**config.mk**
```make
export PLATFORM = sky130hd
export DESIGN_NAME = pidis_cfg
export DESIGN_NICKNAME = d
export VERILOG_FILES = /design/src/pidis_pkg.sv /design/src/pidis_cfg.sv
export SDC_FILE = /design/constraint.sdc
export NUM_CORES = 1
export LEC_CHECK = 0
export BUFFER_PORTS_ARGS = -buffer_cell sky130_fd_sc_hd__clkbuf_2
export CAP_MARGIN = 20
export CELL_PAD_IN_SITES_DETAIL_PLACEMENT = 2
export CELL_PAD_IN_SITES_GLOBAL_PLACEMENT = 2
export CORE_ASPECT_RATIO = 0.5
export CORE_UTILIZATION = 30
export DETAILED_ROUTE_END_ITERATION = 8
export HOLD_SLACK_MARGIN = 0.05
export PLACE_DENSITY_LB_ADDON = 0.1
export RECOVER_POWER = 25
export SLEW_MARGIN = 20
export SYNTH_ARGS = -nofsm -noshare
export SYNTH_HDL_FRONTEND = slang
export SYNTH_SLANG_ARGS = --single-unit
```
**constraint.sdc**
```tcl
create_clock -name clk -period 2 [get_ports clk]
set_input_delay 0.3 -clock clk [delete_from_list [all_inputs] [get_ports clk]]
set_output_delay 0.3 -clock clk [all_outputs]
set_load 0.1 [all_outputs]
```
**src/pidis_pkg.sv**
```systemverilog
// ----------------------------------------------------------------------------
// pidis_pkg
// shared widths, register indexes, configuration type and saturation helpers
// ----------------------------------------------------------------------------
package pidis_pkg;

	localparam int DATA_WIDTH = 32;
	localparam int FRAC_BITS  = 16;

	// field and limit widths are fixed by the interface
	localparam int FIELD_W = 32;
	localparam int LIM_W   = 31;
	localparam int IDX_W   = 3;

	// internal word width, capped at the field width
	localparam int W        = (DATA_WIDTH > FIELD_W) ? FIELD_W :
		((DATA_WIDTH < 2) ? 2 : DATA_WIDTH);
	localparam int PROD_W   = FIELD_W + W;
	localparam int SCALED_W = PROD_W - FRAC_BITS;
	localparam int SUM_W    = (SCALED_W + 2 > FIELD_W + 2) ? SCALED_W + 2 : FIELD_W + 2;
	localparam int CMP_W    = ((W > LIM_W) ? W : LIM_W) + 2;

	typedef enum logic [IDX_W-1:0] {
		REG_GAIN_P          = 3'd0,
		REG_GAIN_I          = 3'd1,
		REG_GAIN_D          = 3'd2,
		REG_ERROR_LIMIT     = 3'd3,
		REG_SEPARATION_BAND = 3'd4,
		REG_INTEGRAL_LIMIT  = 3'd5,
		REG_OUTPUT_LIMIT    = 3'd6
	} reg_idx_t;

	typedef struct packed {
		logic [FIELD_W-1:0] gain_p;
		logic [FIELD_W-1:0] gain_i;
		logic [FIELD_W-1:0] gain_d;
		logic [LIM_W-1:0]   error_limit;
		logic [LIM_W-1:0]   separation_band;
		logic [LIM_W-1:0]   integral_limit;
		logic [LIM_W-1:0]   output_limit;
	} cfg_t;

	localparam logic [FIELD_W-1:0] GAIN_P_RST          = FIELD_W'(65536);
	localparam logic [FIELD_W-1:0] GAIN_I_RST          = FIELD_W'(0);
	localparam logic [FIELD_W-1:0] GAIN_D_RST          = FIELD_W'(0);
	localparam logic [LIM_W-1:0]   ERROR_LIMIT_RST     = LIM_W'(3276800);
	localparam logic [LIM_W-1:0]   SEPARATION_BAND_RST = LIM_W'(6553600);
	localparam logic [LIM_W-1:0]   INTEGRAL_LIMIT_RST  = LIM_W'(655360);
	localparam logic [LIM_W-1:0]   OUTPUT_LIMIT_RST    = LIM_W'(65536);

	// saturate a wide signed value to W signed bits
	function automatic logic signed [W-1:0] sat_w(input logic signed [SUM_W-1:0] v);
		logic signed [SUM_W-1:0] hi;
		logic signed [SUM_W-1:0] lo;
		logic signed [W-1:0]     r;
		hi = {{(SUM_W-W+1){1'b0}}, {(W-1){1'b1}}};
		lo = ~hi;
		if (v > hi) begin
			r = hi[W-1:0];
		end else if (v < lo) begin
			r = lo[W-1:0];
		end else begin
			r = v[W-1:0];
		end
		return r;
	endfunction

	// symmetric clamp to +/- lim, a zero limit gives zero
	function automatic logic signed [W-1:0] clamp_sym(input logic signed [W-1:0] v,
		input logic [LIM_W-1:0] lim);
		logic signed [CMP_W-1:0] vx;
		logic signed [CMP_W-1:0] lx;
		logic signed [CMP_W-1:0] r;
		vx = {{(CMP_W-W){v[W-1]}}, v};
		lx = {{(CMP_W-LIM_W){1'b0}}, lim};
		r  = vx;
		if (r >= lx) begin
			r = lx;
		end
		if (r <= -lx) begin
			r = -lx;
		end
		return r[W-1:0];
	endfunction

endpackage

```
**src/pidis_cfg.sv**
```systemverilog
// ----------------------------------------------------------------------------
// pidis_cfg
// gain and limit registers with their write decode
// ----------------------------------------------------------------------------
module pidis_cfg (
	input  logic                             clk,
	input  logic                             arst_n,
	input  logic                             cfg_valid,
	output logic                             cfg_ready,
	input  logic [pidis_pkg::IDX_W-1:0]      cfg_index,
	input  logic [pidis_pkg::FIELD_W-1:0]    cfg_data,
	output pidis_pkg::cfg_t                  cfg
);

	pidis_pkg::cfg_t cfg_q;

	assign cfg_ready = 1'b1;
	assign cfg       = cfg_q;

	always_ff @(posedge clk or negedge arst_n) begin
		if (!arst_n) begin
			cfg_q.gain_p          <= pidis_pkg::GAIN_P_RST;
			cfg_q.gain_i          <= pidis_pkg::GAIN_I_RST;
			cfg_q.gain_d          <= pidis_pkg::GAIN_D_RST;
			cfg_q.error_limit     <= pidis_pkg::ERROR_LIMIT_RST;
			cfg_q.separation_band <= pidis_pkg::SEPARATION_BAND_RST;
			cfg_q.integral_limit  <= pidis_pkg::INTEGRAL_LIMIT_RST;
			cfg_q.output_limit    <= pidis_pkg::OUTPUT_LIMIT_RST;
		end else if (cfg_valid) begin
			case (cfg_index)
				pidis_pkg::REG_GAIN_P: begin
					cfg_q.gain_p <= cfg_data;
				end
				pidis_pkg::REG_GAIN_I: begin
					cfg_q.gain_i <= cfg_data;
				end
				pidis_pkg::REG_GAIN_D: begin
					cfg_q.gain_d <= cfg_data;
				end
				pidis_pkg::REG_ERROR_LIMIT: begin
					cfg_q.error_limit <= cfg_data[pidis_pkg::LIM_W-1:0];
				end
				pidis_pkg::REG_SEPARATION_BAND: begin
					cfg_q.separation_band <= cfg_data[pidis_pkg::LIM_W-1:0];
				end
				pidis_pkg::REG_INTEGRAL_LIMIT: begin
					cfg_q.integral_limit <= cfg_data[pidis_pkg::LIM_W-1:0];
				end
				pidis_pkg::REG_OUTPUT_LIMIT: begin
					cfg_q.output_limit <= cfg_data[pidis_pkg::LIM_W-1:0];
				end
				default: begin
					// unknown index, write dropped
				end
			endcase
		end
	end

endmodule

```
==> results of run 1 <==
==> layout by cell type (no fill, tap or decap), types with 2 or more instances in the layout <==
master | Yosys | routed
buf_12 | 0 | 4
buf_2 | 11 | 2
buf_4 | 4 | 6
bufinv_16 | 0 | 2
clkbuf_1 | 0 | 5
clkbuf_16 | 0 | 23
clkbuf_2 | 0 | 258
clkbuf_8 | 0 | 9
clkinv_2 | 0 | 3
dfrtp_1 | 210 | 210
dfstp_2 | 10 | 10
dlygate4sd3_1 | 0 | 2
mux2_1 | 10 | 10
mux2_2 | 210 | 210
nand4b_1 | 3 | 3
nor4bb_4 | 0 | 2
==> cell type report <==
class	count	area, µm²	share of cell area
clock buffers	35	711	0.0658
clock inverters	5	75.1	0.00695
multi-input cells	228	2590	0.240
flip-flops and latches	220	5520	0.511
well taps	352	440	0.0408
repair buffers	275	1470	0.136
==> cells by family (layout without fill, tap and decap cells) <==
logic type | after synthesis | after routing
flip-flops | 220 | 220
buffers and inverters | 24 | 315
multiplexers | 220 | 220
AND/OR/NAND/NOR | 7 | 7
other | 1 | 1
==> routing by layer <==
metal,routed length [µm],track usage
met1,10300,0.225
met2,12100,0.294
met3,1070,0.0424
met4,458,0.0398
met5,0,0
==> metrics by stage <==
stage | hold slack [ns] | std cells
2_1_floorplan | 0.00441 | 472
3_3_place_gp | 0.255 | 1073
3_5_place_dp | 0.253 | 1073
4_1_cts | 0.0895 | 1115
5_1_grt | 0.113 | 1115
6_report | 0.110 | 1115
==> worst paths after layout <==
kind | from | endpoint
setup reg to reg | cfg[210]$_DFFE_PN0P_ | cfg[210]$_DFFE_PN0P_
hold reg to reg | cfg[130]$_DFFE_PN0P_ | cfg[130]$_DFFE_PN0P_
hold / removal | cfg_data[10] | cfg[134]$_DFFE_PN0P_
min in group asynchronous | arst_n | cfg[209]$_DFFE_PN0P_
max in group asynchronous | arst_n | cfg[109]$_DFFE_PN0P_
setup / recovery | cfg[110]$_DFFE_PN1P_ | cfg[110]
==> what timing repair did <==
item,CTS,global route
endpoints found under the hold margin,49,0
endpoints found under the setup margin,0,0
hold buffers,2,0
==> run metrics, run 1 <==
initial antenna violation count=0; mapped cell area=8270 µm²; largest net degree at the start of global routing=52; max reg flops=220; CP Capture Type=primary output; Synth async-reset ratio=1.00; CP delay by family, top=flip-flops; Hold Crit Class=in -> reg; dpl hpwl=16100 µm; largest cells by area after synthesis=dfrtp_1, mux2_2, dfstp_2, mux2_1, buf_6; sequential area share after synthesis=0.667; Post-route DRC=0; maximum root-to-sink buffer count=3; Detailed Routing Iterations Pass 1=4; worst reg-to-reg setup slack=1.21 ns; GRT Util Overall=0.174; Yosys cell types=12; synthesized-area fraction occupied by adder cells=0; Post-synth EDFFs=0; Filler cells=2657; Area growth, synth to finish=30.7%; TritonCTS sink count=220; GP Congestion=0.697; CP Data Required Time=1.70 ns; root buffer cell=clkbuf_16; startpoint class of the critical path=flop; crit path max fanout=2; post-CTS sizing=0; Post-Route WL=23900 µm; pre-CTS setup slack=0.318 ns; Synth Area in Simple Gates=0.00999; die footprint=28300 µm²; hold depth=2; post-synth top area share=0.636; Congestion Overflow GR=0; CTS tree=yes; FP Rows=42; RSZ-0062 raised after global routing=false; cell taking the most area after synthesis=dfrtp_1; slowest stage cell, crit path=dfstp_2; Core ar.=26700 µm²; Starting DRT DRC Count=157; syn avg cell area=17.5 µm²; n_diodes=0; status=finished clean; slack of the critical path=0.189 ns; Post-CTS Setup Inserts=0; CTS Buf Count=22; io pins=259; vias per inst=4.53; Max Cap Viol=0; initial core utilization=0.309; fin nets=785; Final Util=0.404; Die Ht=119 µm; Tmin final=1.81 ns; crit path DAT=1.51 ns; Worst Reg-to-Reg Cells=1; vias in the first global route=5512; Worst path max stage delay=0.53 ns; xor/xnor share of the synthesized area=0; Worst Skew=0 ns; DR WL/cell=21.4 µm; TNS Setup=0 ns; Levels on crit path=1; total number of vias=5053; endpoints failing hold=0; clk_lat worst skew=0.50 ns; register bit count reported by yosys=220; largest family of logic cells by synthesized area=multiplexers; CP Class=reg -> out; post-synthesis mux area share=0.300; antenna-violating nets left=0; fin area=10800 µm²; Post-synth top flop=dfrtp_1; Cell Area, Placed=10100 µm²; most instantiated cells after synthesis=dfrtp_1, mux2_2, buf_2, dfstp_2, mux2_1; Slew headroom=0.109; crit-path cells=clkbuf_2; Post-Syn Instances=472; share of layout cells above drive strength 1=0.696; FMAX=552 MHz; Worst Path Buf+Inv=1; Synthesis Warnings=0; first-pass GRT wire length=36600 µm; number of port buffers=257; Syn Nets=510; Final Max Tran Viols=0; final setup vio count=0; Least-Margin Pin Slew=1.34 ns; CTS H-tree lvls=1; compound-gate portion of the synthesized area=0; Worst-path clk slew=0.06 ns; Die W=237 µm; final worst path period share=0.906
Power of run 1 is left out: the tool's default activity adds up to more than one toggle a clock period on the data nets, which glitch-free logic cannot reach.
==> run 2, diff against run 1 <==
--- a/config.mk
+++ b/config.mk
@@ -7,5 +7,5 @@
 export LEC_CHECK = 0
 export BUFFER_PORTS_ARGS = -buffer_cell sky130_fd_sc_hd__clkbuf_2
-export CAP_MARGIN = 20
+export CAP_MARGIN = 15
 export CELL_PAD_IN_SITES_DETAIL_PLACEMENT = 2
 export CELL_PAD_IN_SITES_GLOBAL_PLACEMENT = 2
==> constraint.sdc (replaced) <==
create_clock -name clk -period 2 [get_ports clk]
set_input_delay 0.3 -clock clk [delete_from_list [all_inputs] [get_ports clk]]
set_output_delay 0.3 -clock clk [all_outputs]
set_load 0.05 [all_outputs]
==> run 2 against run 1 <==
Non-clock buffer count stayed put. Register-to-register slack is essentially flat. Critical path depth grew 3. Clock-buffer cell count unchanged. Critical path type is now in -> reg.
==> run metrics, run 2 (same netlist as run 1, synthesis figures left out) <==
n_diodes=0 (unchanged); initial core utilization=0.309 (unchanged); Congestion Overflow GR=0 (unchanged); Logic pwr share=0.364; vias in the first global route=5512 (unchanged); fin nets=785 (unchanged); global route hottest layer=met2; Core ar.=26700 µm² (unchanged); Net Sw Power=6.86 mW; CP Class=in -> reg; Tmin final=1.74 ns (-0.0760 ns); initial antenna violation count=0 (unchanged); CP Data Required Time=2.40 ns (+0.70 ns); max reg flops=220 (unchanged); Area growth, synth to finish=31.1%; P_leak=5.16 nW; most frequent cells in the layout=clkbuf_2, mux2_2, dfrtp_1; number of port buffers=257 (unchanged); clk_lat worst skew=0.50 ns (about the same); Starting DRT DRC Count=157 (unchanged); fin area=10800 µm² (+0.28%); met3 Use GR=0.0424 (unchanged); Post-route DRC=0 (unchanged); CTS Buf Count=22 (unchanged); Worst Skew=0 ns (unchanged); final worst path period share=0.868 (-0.0380); Die W=237 µm (unchanged); crit-path cells=clkbuf_2 > nand4b_1 > clkbuf_1 > mux2_2; first-pass GRT wire length=36600 µm (unchanged); Least-Margin Pin Slew=1.33 ns (-0.00840 ns); CTS H-tree lvls=1 (unchanged); GR met1 Demand/Resource=0.225 (unchanged); Final Max Tran Viols=0 (unchanged); CTS tree=yes; crit path max fanout=16 (+14); startpoint class of the critical path=primary input; PD cells=1520 nW/µm²; GP Congestion=0.697 (unchanged); crit path DAT=2.13 ns (+0.62 ns); maximum root-to-sink buffer count=3 (unchanged); Flop pwr share=0.364; Worst Reg-to-Reg Cells=1 (unchanged); vias per inst=4.53 (unchanged); dpl hpwl=16100 µm (unchanged); share of layout cells above drive strength 1=0.696 (unchanged); TNS Setup=0 ns (unchanged); hold depth=2 (unchanged); Slew headroom=0.115 (+0.00560); Die Ht=119 µm (unchanged); met2 usage=0.294 (unchanged); Detailed Routing Iterations Pass 1=4 (unchanged); VDD IR max=0.000531 V; start of the worst register-to-register path=cfg[210]$_DFFE_PN0P_; most common cell after layout, fill and taps aside=clkbuf_2; FMAX=576 MHz (+4.4%); hold_sp=cfg_data[10]; root buffer cell=clkbuf_16; Post-Route WL=23900 µm (about the same); Worst-path clk slew=0.06 ns (about the same); io pins=259 (unchanged); final setup vio count=0 (unchanged); FP Rows=42 (unchanged); Clock Power Share=0.272; TritonCTS sink count=220 (unchanged); largest net degree at the start of global routing=52 (unchanged); switching portion of total power=0.418; antenna-violating nets left=0 (unchanged); status=finished clean; GRT Util Overall=0.174 (unchanged); post-CTS sizing=0 (unchanged); crit path from=cfg_index[2]; slowest stage cell, crit path=clkbuf_1; die footprint=28300 µm² (unchanged); Worst path max stage delay=0.99 ns (+0.46 ns); Cell Area, Placed=10100 µm² (unchanged); Internal Power=9.57 mW; Filler cells=2654 (-0.11%); Max Cap Viol=0 (unchanged); total number of vias=5053 (unchanged); Hold Crit Class=in -> reg; RSZ-0062 raised after global routing=false; endpoints failing hold=0 (unchanged); DR WL/cell=21.4 µm (about the same); CP Capture Type=flop
[run 2: cell types whose count changed in the layout (fill, tap and decap cells not counted)]
cell and change:
buf_2 -2, buf_12 +2
[run 2: routing by layer]
metal / share of wire / vias up
li1: - / 2228
met5: 0 / -
met2: 0.51 / 108
met3: 0.045 / 29
met4: 0.019 / 0
met1: 0.43 / 2688
[run 2: final timing paths]
kind                                         to  slack [ns]
setup / recovery           cfg[117]$_DFFE_PN0P_        0.26
hold / removal             cfg[134]$_DFFE_PN0P_        0.11
setup reg to reg           cfg[210]$_DFFE_PN0P_        1.21
hold reg to reg            cfg[130]$_DFFE_PN0P_        0.49
max in group asynchronous   cfg[84]$_DFFE_PN1P_        0.97
min in group asynchronous  cfg[209]$_DFFE_PN0P_        0.30
[run 2: power groups by stage]
| stage | Sequential (mW) | Combinational, mW | Clock [mW] |
|---|---|---|---|
| after floorplan | 9.51 | 0.923 | 0 |
| after global placement | 6.03 | 6.01 | 0 |
| after detailed placement | 6.07 | 6.07 | 0 |
| after CTS | 5.99 | 6.08 | 4.68 |
| after global routing | 6.11 | 6.22 | 4.82 |
| final | 5.97 | 5.98 | 4.47 |
[run 2: critical path, delay by kind of cell]
kind / cells / cell delay, ns
buf+inv: 2 / 1.21
mux: 1 / 0.43
simple gates: 1 / 0.18
[run 2: repair_timing]
| action | CTS | global route |
|---|---|---|
| hold endpoints to repair | 49 | 0 |
| buffers inserted | 0 | 0 |
| hold buffers | 2 | 0 |
[run 2: final cells by class]
cell class	count	area [µm²]	share of cell area
Clock buffer	35	711	0.0656
Sequential cell	220	5520	0.509
Tap cell	352	440	0.0406
Timing Repair Buffer	275	1500	0.138
Multi-Input combinational cell	228	2590	0.239
Clock inverter	5	75.1	0.00693
[run 2: per-stage QoR]
| step | power (mW) | util | cells | worst slack, ns | hold WS (ns) |
|---|---|---|---|---|---|
| floorplan | 10.4 | - | 472 | 0.672 | 0.00441 |
| global placement | 12.0 | 0.377 | 1073 | 0.341 | 0.255 |
| detailed placement | 12.1 | 0.377 | 1073 | 0.318 | 0.253 |
| CTS | 16.8 | 0.407 | 1115 | 0.315 | 0.0895 |
| global route | 17.2 | 0.405 | 1115 | 0.183 | 0.113 |
| finish | 16.4 | 0.405 | 1115 | 0.265 | 0.110 |
Power figures use the tool's default switching activity.
